[src/four_level_page_table_manager_top_assert.svh]
// Assertion macros for the page table manager.
// Included by the top level; no other dependencies.
`ifndef FOUR_LEVEL_PAGE_TABLE_MANAGER_TOP_ASSERT_SVH
`define FOUR_LEVEL_PAGE_TABLE_MANAGER_TOP_ASSERT_SVH
`ifndef SYNTHESIS
`define FLPTM_ASSERT(lbl, prop) \
  lbl: assert property (@(posedge clk_i) disable iff (!rst_ni) (prop)) \
    else $error("flptm check failed");
`define FLPTM_ASSERT_NEXT(lbl, pre, post) \
  lbl: assert property (@(posedge clk_i) disable iff (!rst_ni) (pre) |=> (post)) \
    else $error("flptm check failed");
`else
`define FLPTM_ASSERT(lbl, prop)
`define FLPTM_ASSERT_NEXT(lbl, pre, post)
`endif
`endif

[src/flptm_pkg.sv]
// Shared types and constants of the page table manager.
// No dependencies.
package flptm_pkg;
  localparam int unsigned CntW = 11;

  localparam logic [1:0] OP_MAP       = 2'd0;
  localparam logic [1:0] OP_UNMAP     = 2'd1;
  localparam logic [1:0] OP_TRANSLATE = 2'd2;
  localparam logic [1:0] OP_NOP       = 2'd3;

  localparam logic [1:0] ST_OK         = 2'd0;
  localparam logic [1:0] ST_NOT_MAPPED = 2'd1;
  localparam logic [1:0] ST_NO_FRAME   = 2'd2;

  localparam logic [1:0] LVL_LEAF = 2'd3;

  localparam logic [7:0] CFG_POOL_BASE = 8'd0;
  localparam logic [7:0] CFG_INT_FLAGS = 8'd1;

  typedef struct packed {
    logic       clr_we;
    logic       load_in;
    logic [1:0] level;
    logic       descend;
    logic       alloc;
    logic       leaf_map;
    logic       leaf_unmap;
    logic       load_phys;
    logic       st_we;
    logic [1:0] st_val;
    logic       load_out;
  } cmd_t;

  typedef struct packed {
    logic       clr_last;
    logic [1:0] op;
    logic       entry_ok;
    logic       leaf_present;
    logic       pool_full;
    logic       out_free;
  } sts_t;
endpackage

[src/flptm_ctrl.sv]
// Sequencer for clear, walk and update of the page table manager.
// Depends on flptm_pkg.
module flptm_ctrl (
  input  logic           clk_i,
  input  logic           rst_ni,
  input  logic           in_valid_i,
  output logic           in_ready_o,
  input  flptm_pkg::sts_t sts_i,
  output flptm_pkg::cmd_t cmd_o
);
  import flptm_pkg::*;

  localparam logic [2:0] S_CLR  = 3'd0;
  localparam logic [2:0] S_IDLE = 3'd1;
  localparam logic [2:0] S_RD   = 3'd2;
  localparam logic [2:0] S_EV   = 3'd3;
  localparam logic [2:0] S_DONE = 3'd4;

  logic [2:0] state_q, state_d;
  logic [1:0] level_q, level_d;

  assign in_ready_o = (state_q == S_IDLE);

  always_comb begin
    state_d = state_q;
    level_d = level_q;
    cmd_o = '0;
    cmd_o.level = level_q;
    unique case (state_q)
      S_CLR: begin
        cmd_o.clr_we = 1'b1;
        if (sts_i.clr_last) state_d = S_IDLE;
      end
      S_IDLE: begin
        if (in_valid_i) begin
          cmd_o.load_in = 1'b1;
          level_d = 2'd0;
          state_d = S_RD;
        end
      end
      S_RD: begin
        if (sts_i.op == OP_NOP) state_d = S_DONE;
        else state_d = S_EV;
      end
      S_EV: begin
        state_d = S_DONE;
        if (level_q != LVL_LEAF) begin
          priority if (sts_i.entry_ok) begin
            cmd_o.descend = 1'b1;
            level_d = level_q + 2'd1;
            state_d = S_RD;
          end else if (sts_i.op != OP_MAP) begin
            cmd_o.st_we = 1'b1;
            cmd_o.st_val = ST_NOT_MAPPED;
          end else if (sts_i.pool_full) begin
            cmd_o.st_we = 1'b1;
            cmd_o.st_val = ST_NO_FRAME;
          end else begin
            cmd_o.alloc = 1'b1;
            level_d = level_q + 2'd1;
            state_d = S_RD;
          end
        end else begin
          priority if (sts_i.op == OP_MAP) begin
            cmd_o.leaf_map = 1'b1;
          end else if (!sts_i.leaf_present) begin
            cmd_o.st_we = 1'b1;
            cmd_o.st_val = ST_NOT_MAPPED;
          end else if (sts_i.op == OP_UNMAP) begin
            cmd_o.leaf_unmap = 1'b1;
          end else begin
            cmd_o.load_phys = 1'b1;
          end
        end
      end
      S_DONE: begin
        if (sts_i.out_free) begin
          cmd_o.load_out = 1'b1;
          state_d = S_IDLE;
        end
      end
      default: state_d = S_CLR;
    endcase
  end

  always_ff @(posedge clk_i or negedge rst_ni) begin
    if (!rst_ni) begin
      state_q <= S_CLR;
      level_q <= 2'd0;
    end else begin
      state_q <= state_d;
      level_q <= level_d;
    end
  end
endmodule

[config.mk]
export PLATFORM = sky130hd
export DESIGN_NAME = flptm_ctrl
export DESIGN_NICKNAME = d
export VERILOG_FILES = /design/src/four_level_page_table_manager_top_assert.svh /design/src/flptm_pkg.sv /design/src/flptm_ctrl.sv
export SDC_FILE = /design/constraint.sdc
export NUM_CORES = 1
export LEC_CHECK = 0
export BUFFER_PORTS_ARGS = -buffer_cell sky130_fd_sc_hd__buf_2
export CAP_MARGIN = 0
export CORE_AREA = 2 2 39 41
export CTS_CLUSTER_DIAMETER = 30
export DETAILED_ROUTE_END_ITERATION = 10
export DIE_AREA = 0 0 41 43
export PLACE_DENSITY = 0.77
export SKIP_LAST_GASP = 1
export SYNTH_ARGS = -nofsm -noshare
export SYNTH_HDL_FRONTEND = slang
export SYNTH_SLANG_ARGS = --single-unit
[constraint.sdc]
create_clock -name clk_i -period 2.75 [get_ports clk_i]
set_input_delay 0.55 -clock clk_i [delete_from_list [all_inputs] [get_ports clk_i]]
set_output_delay 0.55 -clock clk_i [all_outputs]
set_load 0.02 [all_outputs]
## Yosys cells after proc, flatten, opt, wreduce, memory -nomap -nowiden

Index checks and enable logic that the tools add are counted.

| cells by class | value |
|---|---|
| add/subtract/negate cells | 1 |
| equal/unequal tests | 13 |
| muxes and demuxes | 37 |
| reductions and logical operators | 6 |

Operators with widths:

| operator | count |
|---|---|
| $mux W3 | 14 |
| $pmux W3 S5 | 1 |
| $mux W2 | 7 |
| $mux W1 | 12 |
| $ne A2 B2 Y1 const B | 5 |
| $mux W8 | 1 |
| $eq A3 B2 Y1 const B | 2 |
| $ne A3 B3 Y1 const B | 2 |
| $mux W5 | 1 |
| $reduce_and A5 Y1 | 1 |
| $pmux W2 S2 | 1 |
| $reduce_bool A2 Y1 | 2 |
| $eq A3 B1 Y1 const B | 1 |
| $eq A3 B3 Y1 const B | 1 |
| $logic_not A3 Y1 | 1 |
| $reduce_and A3 Y1 | 1 |
| $add A2 B1 Y2 const B | 1 |
| $eq A2 B1 Y1 const B | 1 |
| $eq A2 B2 Y1 const B | 1 |
| $logic_not A2 Y1 | 1 |

| storage, ports and cells | value |
|---|---|
| register bits after elaboration | 5 |
| input bits | 10 |
| output and inout bits | 14 |
| word-level logic and storage cells | 59 |

## Longest topological paths before layout

Gate-level depths: netlist of the first run.

| logic depth | value |
|---|---|
| word-level depth | 6 |
| mapped depth | 5 |
| gate-level depth less buffers | 5 |

## Worst setup path before layout of the first run

OpenSTA, ideal clock, no wires.

| timing | value |
|---|---|
| path type | reg2out |
| from | register level_q[0] |
| to | output port cmd_o[1] (netlist name) |
| arrival | 2.008 ns |
| required time | 2.200 ns |
| path slack | 0.192 ns |
| cell stages (with the launch flop) | 4 |
| buffers on the path | 0 |
| path through | dfrtp_1 ha_1 inv_1 a2111oi_0 |

RTL lines:

| element | RTL line | RTL |
|---|---|---|
| start, declared | flptm_ctrl.sv:20 | `logic [1:0] level_q, level_d;` |
| start signal, assigned | flptm_ctrl.sv:92 | `level_q <= level_d;` |
| end, declared | flptm_ctrl.sv:9 | `output flptm_pkg::cmd_t cmd_o` |

==> metrics.csv, run 1 <==
metric,value,unit
RSZ-0062 raised after global routing,no,
Resized cells post-CTS,0,
Pleak,0.330,nW
Die Ht,43,µm
Total GRT Usage,14.1,%
pwr dens,790,mW/mm²
Slew @ Worst Pin,0.331,ns
hold-fix buffers at CTS,0,
global route overflow,0,
cell taking the most area after synthesis,dfrtp_1,
CTS tree,yes,
CP endpoint kind,output pin,
first-pass GRT wire length,1680,µm
share of the synthesized area in the top cell type,26.1,%
Yosys cell types,29,
Horiz. Die Dim,41,µm
Yosys reg bits,5,
drt drc,0,
CTS Buffer Depth,2,
Core Area,0.00138,mm²
register area,125,µm²
critical path class,reg2out,
largest net degree at the start of global routing,13,
Worst slew margin,77.3,%
Max Clk Rate,0.426,GHz
antenna violations before repair,0,
area grow syn2layout,30.8,%
fin crit period,2.35,ns
max_cap viols,0,
drt pass-1 iters,4,
Main synth FF type,dfrtp_1,
post-route cell area,627,µm²
total number of vias,528,
drt total wl,1100,µm
Final Cycle Share,85.4,%
DR iter-0 viols,4,
RR Endpoint,level_q[0],
Vias/cell,5.13,
Final Max Tran Viols,0,
# nets final,99,
Mapped Cells,63,
clk root buf,clkbuf_4,
Ys Warns,0,
vias in the first global route,457,
Final TNS setup,0,ns
n_diodes,0,
Worst EP required,2.20,ns
worst skew pair latency,0.24,ns
r2r worst-path depth,5,
Crit Path Max Fanout,12,
final setup skew,0.00276,ns
Post-Syn Nets,74,
synth top area cells,"dfrtp_1 (26%), mux2i_1 (6.3%), nand2_1 (5.5%)",
"count leader, synth",nand2_1,
arrival time worst endpoint,1.80,ns
most frequent cells after synthesis,"nand2_1 (7), dfrtp_1 (5), nor2_1 (5)",
Final Wtd Congestion,0.706,
status,finished clean,
final setup fails,0,
syn avg cell area,7.61,µm²
R2R setup slack,1.13,ns
"CTS clk-pin slew, worst paths",0.04,ns
setup repair bufs after CTS,0,
Post-synth EDFFs,0,
Num CTS Buffers,3,
ys async rst share,100,%
die area,0.00176,mm²
share of layout cells above drive strength 1,34.5,%
Synth Cell Area,479,µm²
Critical Path Start Type,flip-flop,
Detail Route Antenna Nets,0,
final hold violations,0,
CTS sink cnt,5,
Rows,14,
multi-input logic area,325,µm²
initial core utilization,34.6,%
Post-DP Area,601,µm²
sequential fraction of the synthesis area,26.1,%
port bufs,23,
reg2reg start,level_q[0],
worst IR drop on VDD,324,µV
num ports,24,
hpwl dp,856,µm
fill count,151,
htree depth,1,
DR WL/cell,10.7,µm
HP Class,in2async,
## routing by layer
layer	wire length [µm]	GRT usage, %	vias up	part of all wire [%]
li1	-	-	270	-
met1	491	17.2	246	45
met2	545	21.6	12	50
met3	64	1.57	0	5.8
met4	0	10.0	0	0
met5	0	0	-	0
## power breakdown
| group | switching, mW | internal, mW |
|---|---|---|
| registers | 0.0534 | 0.0963 |
| clock network | 0.0299 | 0.0548 |
| logic | 0.143 | 0.117 |
| total | 0.227 | 0.269 |
## how the worst max path moves through the flow
stage,start,to,slack (ns),cells past startpoint
after floorplan,level_q[0],cmd_o[1],0.19,3
after global placement,state_q[1],cmd_o[1],0.68,4
after detailed placement,state_q[1],cmd_o[1],0.67,4
after CTS,state_q[1],cmd_o[1],0.39,4
after global routing,state_q[1],cmd_o[1],0.25,4
final,state_q[1],cmd_o[1],0.40,4
## cells by family (layout without fill, tap and decap cells)
group | count (synthesis) | in the layout | synth area share (%)
compound gates | 14 | 14 | 19.1
fa+ha+maj | 1 | 1 | 2.61
buf+inv | 7 | 31 | 6.00
flops | 5 | 5 | 26.1
mux | 4 | 4 | 9.40
simple gates | 32 | 32 | 36.8
## sequential cells by signal, summed over array words and instances, names as in the netlist
register and cells:
level_q 2, state_q 3
## cells in the final DEF, fill, tap and decap left out, types with 2 or more instances in the layout
master     n
dfrtp_1    5
and2_1     3
nand2b_1   2
or3_1      2
and3_1     3
clkbuf_4   3
nor3_1     2
o21ai_0    4
nor2_1     5
buf_2     23
nor4_1     2
mux2i_1    3
o21a_1     2
inv_1      4
nand2_1    7
a21oi_1    3
## worst max-delay path, cell delays in order, from the launching register on
cell	delay, ns
dfrtp_1	0.54
nor2b_2	0.24
nand2_1	0.15
a2111oi_0	0.40
buf_2	0.23
## layout make-up
cell class	count	share of cell area [%]
well taps	16	3.19
multi-input cells	51	51.9
inverters	4	2.40
clock buffers	4	4.19
repair buffers	23	18.4
flip-flops and latches	5	20.0
## stage by stage
stage                     cells  power, mW  setup slack, ns  util, %  hold slack [ns]
final                       103      0.495            0.402     45.3            0.113
after global routing        103      0.539            0.255     45.3            0.112
after CTS                   103      0.503            0.392     45.3            0.101
after detailed placement     99      0.410            0.668     43.4            0.366
after global placement       99      0.406            0.677     43.4            0.366
after floorplan              63      0.346            0.192        -            0.254
(Power assumes the default switching activity.)
==> inputs of run 2 (changes only) <==
--- a/config.mk
+++ b/config.mk
@@ -13,6 +13,7 @@
 export DIE_AREA = 0 0 41 43
 export PLACE_DENSITY = 0.77
 export SKIP_LAST_GASP = 1
+export SLEW_MARGIN = 20
 export SYNTH_ARGS = -nofsm -noshare
 export SYNTH_HDL_FRONTEND = slang
 export SYNTH_SLANG_ARGS = --single-unit
==> constraint.sdc (replaced) <==
create_clock -name clk_i -period 2.5 [get_ports clk_i]
set_input_delay 0.5 -clock clk_i [delete_from_list [all_inputs] [get_ports clk_i]]
set_output_delay 0.5 -clock clk_i [all_outputs]
set_load 0.02 [all_outputs]
==> run 2 against run 1 <==
Worst hold slack lost 0.049 ns. Global-route usage shrank 0.30 points. Clock skew grew 0.00068 ns. Routed wire length shrank 3.1%. Critical path depth is the same. Power grew 9.9%. Via count grew 0.57%. Critical path type unchanged. Worst setup slack lost 0.18 ns. Final cell count is the same.
==> metrics.csv, run 2 (synthesized netlist as in run 1, its figures left out) <==
metric,value,unit,change
status,finished clean,,
Largest regs,"state_q: 3 flops, level_q: 2 flops",,
HP Class,in2async,,
Final Cycle Share,91.2,%,
# nets final,99,,unchanged
max reg flops,3,,unchanged
pwr dens,866,mW/mm²,+9.6%
drt pass-1 iters,4,,unchanged
CTS Buffer Depth,2,,unchanged
Num CTS Buffers,3,,unchanged
Max Clk Rate,0.439,GHz,
Die Ht,43,µm,unchanged
fin crit period,2.28,ns,
share of layout cells above drive strength 1,34.5,%,unchanged
first-pass GRT wire length,1650,µm,-2.0%
n_diodes,0,,unchanged
Core Area,0.00138,mm²,unchanged
"commonest non-fill, non-tap cell in the layout",buf_2,,
drt drc,0,,unchanged
Rows,14,,unchanged
CTS sink cnt,5,,unchanged
arrival time worst endpoint,1.78,ns,-0.02 ns
Vias/cell,5.16,,+0.57%
reg2reg start,level_q[0],,
final hold violations,0,,unchanged
Crit Path Max Fanout,12,,unchanged
Total GRT Usage,13.8,%,-0.30 points
Final Max Tran Viols,0,,unchanged
DR WL/cell,10.4,µm,-3.1%
Pleak,0.330,nW,about the same
global route overflow,0,,unchanged
antenna violations before repair,0,,unchanged
worst skew pair latency,0.24,ns,about the same
Horiz. Die Dim,41,µm,unchanged
die area,0.00176,mm²,unchanged
htree depth,1,,unchanged
port bufs,23,,unchanged
"CTS clk-pin slew, worst paths",0.05,ns,about the same
Worst slew margin,76.6,%,-0.72 points
max_cap viols,0,,unchanged
critical path class,reg2out,,
Worst EP required,2.00,ns,-0.20 ns
num ports,24,,unchanged
CP endpoint kind,output pin,,
setup repair bufs after CTS,0,,unchanged
DR iter-0 viols,6,,+2
area grow syn2layout,31.1,%,
total number of vias,531,,+0.57%
Post-DP Area,602,µm²,+0.21%
clk root buf,clkbuf_4,,
"Most flops, register",state_q,,
Resized cells post-CTS,0,,unchanged
Critical Path Start Type,flip-flop,,
R2R setup slack,0.87,ns,-0.26 ns
r2r worst-path depth,5,,unchanged
hold-fix buffers at CTS,0,,unchanged
Slew @ Worst Pin,0.351,ns,+0.0194 ns
"commonest cells after routing, fill and taps aside","buf_2 (23), nand2_1 (7), nor2_1 (5), dfrtp_1 (5)",,
worst IR drop on VDD,350,µV,+8.0%
RR Endpoint,level_q[0],,
Detail Route Antenna Nets,0,,unchanged
vias in the first global route,441,,-3.5%
final setup fails,0,,unchanged
largest net degree at the start of global routing,13,,unchanged
RSZ-0062 raised after global routing,no,,
CTS tree,yes,,
final setup skew,0.00344,ns,+0.000683 ns
Final Wtd Congestion,0.707,,+0.18%
initial core utilization,34.6,%,unchanged
Final TNS setup,0,ns,unchanged
post-route cell area,628,µm²,+0.20%
drt total wl,1070,µm,-3.1%
run 2: how the worst max path moves through the flow:
stage	end	from
floorplan	cmd_o[1]	level_q[0]
detailed placement	cmd_o[1]	state_q[1]
CTS	cmd_o[1]	state_q[1]
global route	cmd_o[5]	state_q[1]
finish	cmd_o[1]	state_q[1]
global placement	cmd_o[1]	state_q[1]
run 2: layout make-up:
class                           count  area (µm²)
Inverter                            4        15.0
Timing Repair Buffer               23         115
Multi-Input combinational cell     51         327
Fill cell                         150         756
Clock buffer                        4        26.3
Sequential cell                     5         125
Tap cell                           16        20.0
run 2: power breakdown:
part / total [mW] / internal [mW] / switching (mW)
clock network: 0.0938 / 0.0604 / 0.0334
logic: 0.287 / 0.129 / 0.157
registers: 0.164 / 0.106 / 0.0577
run 2: per-stage QoR:
stage	utilization (%)	power (mW)	std cells	worst slack, ns	hold slack, ns
floorplan	-	0.382	63	0.237	0.204
global placement	43.5	0.448	99	0.479	0.317
detailed placement	43.5	0.453	99	0.474	0.317
CTS	45.4	0.552	103	0.203	0.0571
global route	45.4	0.596	103	0.0583	0.0569
finish	45.4	0.544	103	0.220	0.0640
run 2: metal layers:
layer  vias up  wire (µm)  track usage, %
met5         -          0               0
met4         0         12            8.00
met3         2         62            3.14
met2        14        509            21.6
met1       245        483            16.2
li1        270          -               -
run 2: critical path: stages, from the launching register on:
cell and delay [ns]:
dfrtp_1 0.54, nor2b_2 0.24, nand2_1 0.15, a2111oi_1 0.38, buf_2 0.23
==> inputs of run 3 (changes only) <==
--- a/config.mk
+++ b/config.mk
@@ -5,13 +5,16 @@
 export SDC_FILE = /design/constraint.sdc
 export NUM_CORES = 1
 export LEC_CHECK = 0
+export ABC_AREA = 1
 export BUFFER_PORTS_ARGS = -buffer_cell sky130_fd_sc_hd__buf_2
 export CAP_MARGIN = 0
 export CORE_AREA = 2 2 39 41
 export CTS_CLUSTER_DIAMETER = 30
 export DETAILED_ROUTE_END_ITERATION = 10
 export DIE_AREA = 0 0 41 43
-export PLACE_DENSITY = 0.77
+export HOLD_SLACK_MARGIN = 0.15
+export PLACE_DENSITY = 0.75
+export RECOVER_POWER = 25
 export SKIP_LAST_GASP = 1
 export SLEW_MARGIN = 20
 export SYNTH_ARGS = -nofsm -noshare
==> run 3 against run 2 <==
Synthesized area down 6.5%. Critical endpoint is now cmd_o[2]. Via count increased by 3.8%. Worst hold slack improved by 0.46 ns. Final cell count is 14% higher. Largest cell class unchanged. Largest power group unchanged. Highest routed layer is now met3.
==> metrics.csv, run 3 <==
metric,value,unit,change
HP Class,reg2reg,,
Num CTS Buffers,3,,unchanged
Horiz. Die Dim,41,µm,unchanged
Worst Hold Depth,2,,
final setup skew,0.00274,ns,-0.000701 ns
Worst EP required,2.00,ns,about the same
Detail Route Antenna Nets,0,,unchanged
Slew @ Worst Pin,0.242,ns,-0.109 ns
Largest regs,"state_q: 3 flops, level_q: 2 flops",,
critical path class,reg2out,,
Main synth FF type,dfrtp_1,,
Post-synth EDFFs,0,,unchanged
initial core utilization,32.4,%,-2.3 points
Pleak,0.367,nW,+11%
n_diodes,0,,unchanged
clk root buf,clkbuf_4,,
Final TNS setup,0,ns,unchanged
Crit Path Max Fanout,5,,-7
R2R setup slack,1.20,ns,+0.33 ns
"Most flops, register",state_q,,
drt pass-1 iters,4,,unchanged
Post-DP Area,583,µm²,-3.1%
drt total wl,1090,µm,+1.7%
"CTS clk-pin slew, worst paths",0.04,ns,about the same
hold-fix buffers at CTS,1,,+1
RR Endpoint,level_q[1],,
Resized cells post-CTS,0,,unchanged
synth top area cells,"dfrtp_1 (28%), nand2_1 (14%), nor2_1 (11%)",,
Ys Warns,0,,unchanged
num ports,24,,unchanged
Hold Path End,level_q[1],,
final non-filler cell total,117,,+14%
syn avg cell area,6.14,µm²,-19%
CTS tree,yes,,
status,finished clean,,
Final Cycle Share,77.8,%,-13 points
total number of vias,551,,+3.8%
drt drc,0,,unchanged
arrival time worst endpoint,1.45,ns,-0.33 ns
hpwl dp,951,µm,
Final Wtd Congestion,0.795,,+13%
# nets final,113,,+14%
DR iter-0 viols,10,,+4
Yosys cell types,20,,-31%
Hold Startpoint,level_q[1],,
"commonest cells after routing, fill and taps aside","buf_2 (22), nand2_1 (17), nor2_1 (13)",,
CTS sink cnt,5,,unchanged
final setup fails,0,,unchanged
CP endpoint kind,output pin,,
Synth Cell Area,448,µm²,-6.5%
total power,560,µW,+2.9%
Vias/cell,4.71,,-8.7%
Mapped Cells,73,,+16%
Max Clk Rate,0.514,GHz,+17%
share of layout cells above drive strength 1,30.7,%,-3.8 points
Placed Cells incl. Taps,112,,+13%
Final Max Tran Viols,0,,unchanged
largest net degree at the start of global routing,8,,-5
Critical Path Start Type,flip-flop,,
worst skew pair latency,0.24,ns,about the same
pwr dens,906,mW/mm²,+4.6%
RSZ-0062 raised after global routing,no,,
vias in the first global route,444,,+0.68%
die area,0.00176,mm²,unchanged
CTS Buffer Depth,2,,unchanged
r2r worst-path depth,7,,+2
most frequent cells after synthesis,"nand2_1 (17), nor2_1 (13), inv_1 (11)",,
Rows,14,,unchanged
share of the synthesized area in the top cell type,27.9,%,+1.8 points
Die Ht,43,µm,unchanged
DR WL/cell,9.27,µm,-10%
"commonest non-fill, non-tap cell in the layout",buf_2,,
Core Area,0.00138,mm²,unchanged
first-pass GRT wire length,1640,µm,-0.85%
sequential fraction of the synthesis area,27.9,%,+1.8 points
Total GRT Usage,13.4,%,-0.40 points
Post-Syn Nets,84,,+14%
antenna violations before repair,0,,unchanged
fin crit period,1.95,ns,-0.335 ns
global route overflow,0,,unchanged
max_cap viols,0,,unchanged
Yosys reg bits,5,,unchanged
reg2reg start,level_q[0],,
cell taking the most area after synthesis,dfrtp_1,,
port bufs,23,,unchanged
setup repair bufs after CTS,0,,unchanged
"count leader, synth",nand2_1,,
final hold violations,0,,unchanged
post-route cell area,618,µm²,-1.6%
Worst slew margin,83.7,%,+7.1 points
max reg flops,3,,unchanged
worst IR drop on VDD,432,µV,+23%
area grow syn2layout,38.0,%,
htree depth,1,,unchanged
ys async rst share,100,%,unchanged
run 3: cell types whose count changed in the layout (fill, tap and decap cells not counted), moves of 3 or more:
cell,previous run,this run
inv_1,4,11
mux2i_1,3,0
nor2_1,5,13
o21ai_0,4,0
nand2_1,7,17
and3_1,3,0
nand3_1,1,7
run 3: worst max-delay path, cell delays in order (launching register included):
cell and delay, ns:
dfrtp_1 0.40, ha_1 0.23, inv_1 0.13, nand2_1 0.11, nor3_1 0.15, buf_2 0.19
run 3: how the worst max path moves through the flow:
| stage | from | endpoint | slack, ns | depth (start not counted) |
|---|---|---|---|---|
| after global placement | sts_i[4] | cmd_o[3] | 0.76 | 8 |
| final | level_q[0] | cmd_o[2] | 0.55 | 5 |
| after global routing | state_q[2] | cmd_o[4] | 0.45 | 6 |
| after CTS | level_q[0] | cmd_o[2] | 0.53 | 5 |
| after detailed placement | sts_i[4] | cmd_o[3] | 0.73 | 8 |
| after floorplan | level_q[0] | cmd_o[7] | 0.57 | 2 |
run 3: metrics by stage:
step / util [%] / hold WS, ns / setup WS, ns
floorplan: - / 0.204 / 0.571
global placement: 42.1 / 0.315 / 0.755
detailed placement: 42.1 / 0.314 / 0.734
CTS: 44.8 / 0.533 / 0.534
global route: 44.7 / 0.554 / 0.450
finish: 44.7 / 0.523 / 0.555
run 3: routing by layer:
layer  share of wire, %  GRT usage (%)
met5                  0              0
met4                  0           4.00
met3                6.4           3.14
met2                 50           23.1
met1                 43           15.2
run 3: logic make-up after synthesis:
kind of cell             Yosys count  share of synthesized area (%)
adder cells (fa/ha/maj)            1                           2.79
AND/OR/NAND/NOR                   48                           50.8
AO/OA/AOI/OAI                      5                           6.43
buffers and inverters             14                           12.0
flip-flops                         5                           27.9
run 3: cell type report:
class	instances	area [µm²]
clock buffers	4	26.3
fillers	161	766
inverters	14	53.8
multi-input cells	54	269
flip-flops and latches	5	125
well taps	16	20.0
repair buffers	24	124
run 3: where the power goes:
group          switching (mW)  internal [mW]
sequential             0.0416          0.111
clock                  0.0293         0.0601
combinational           0.207          0.111
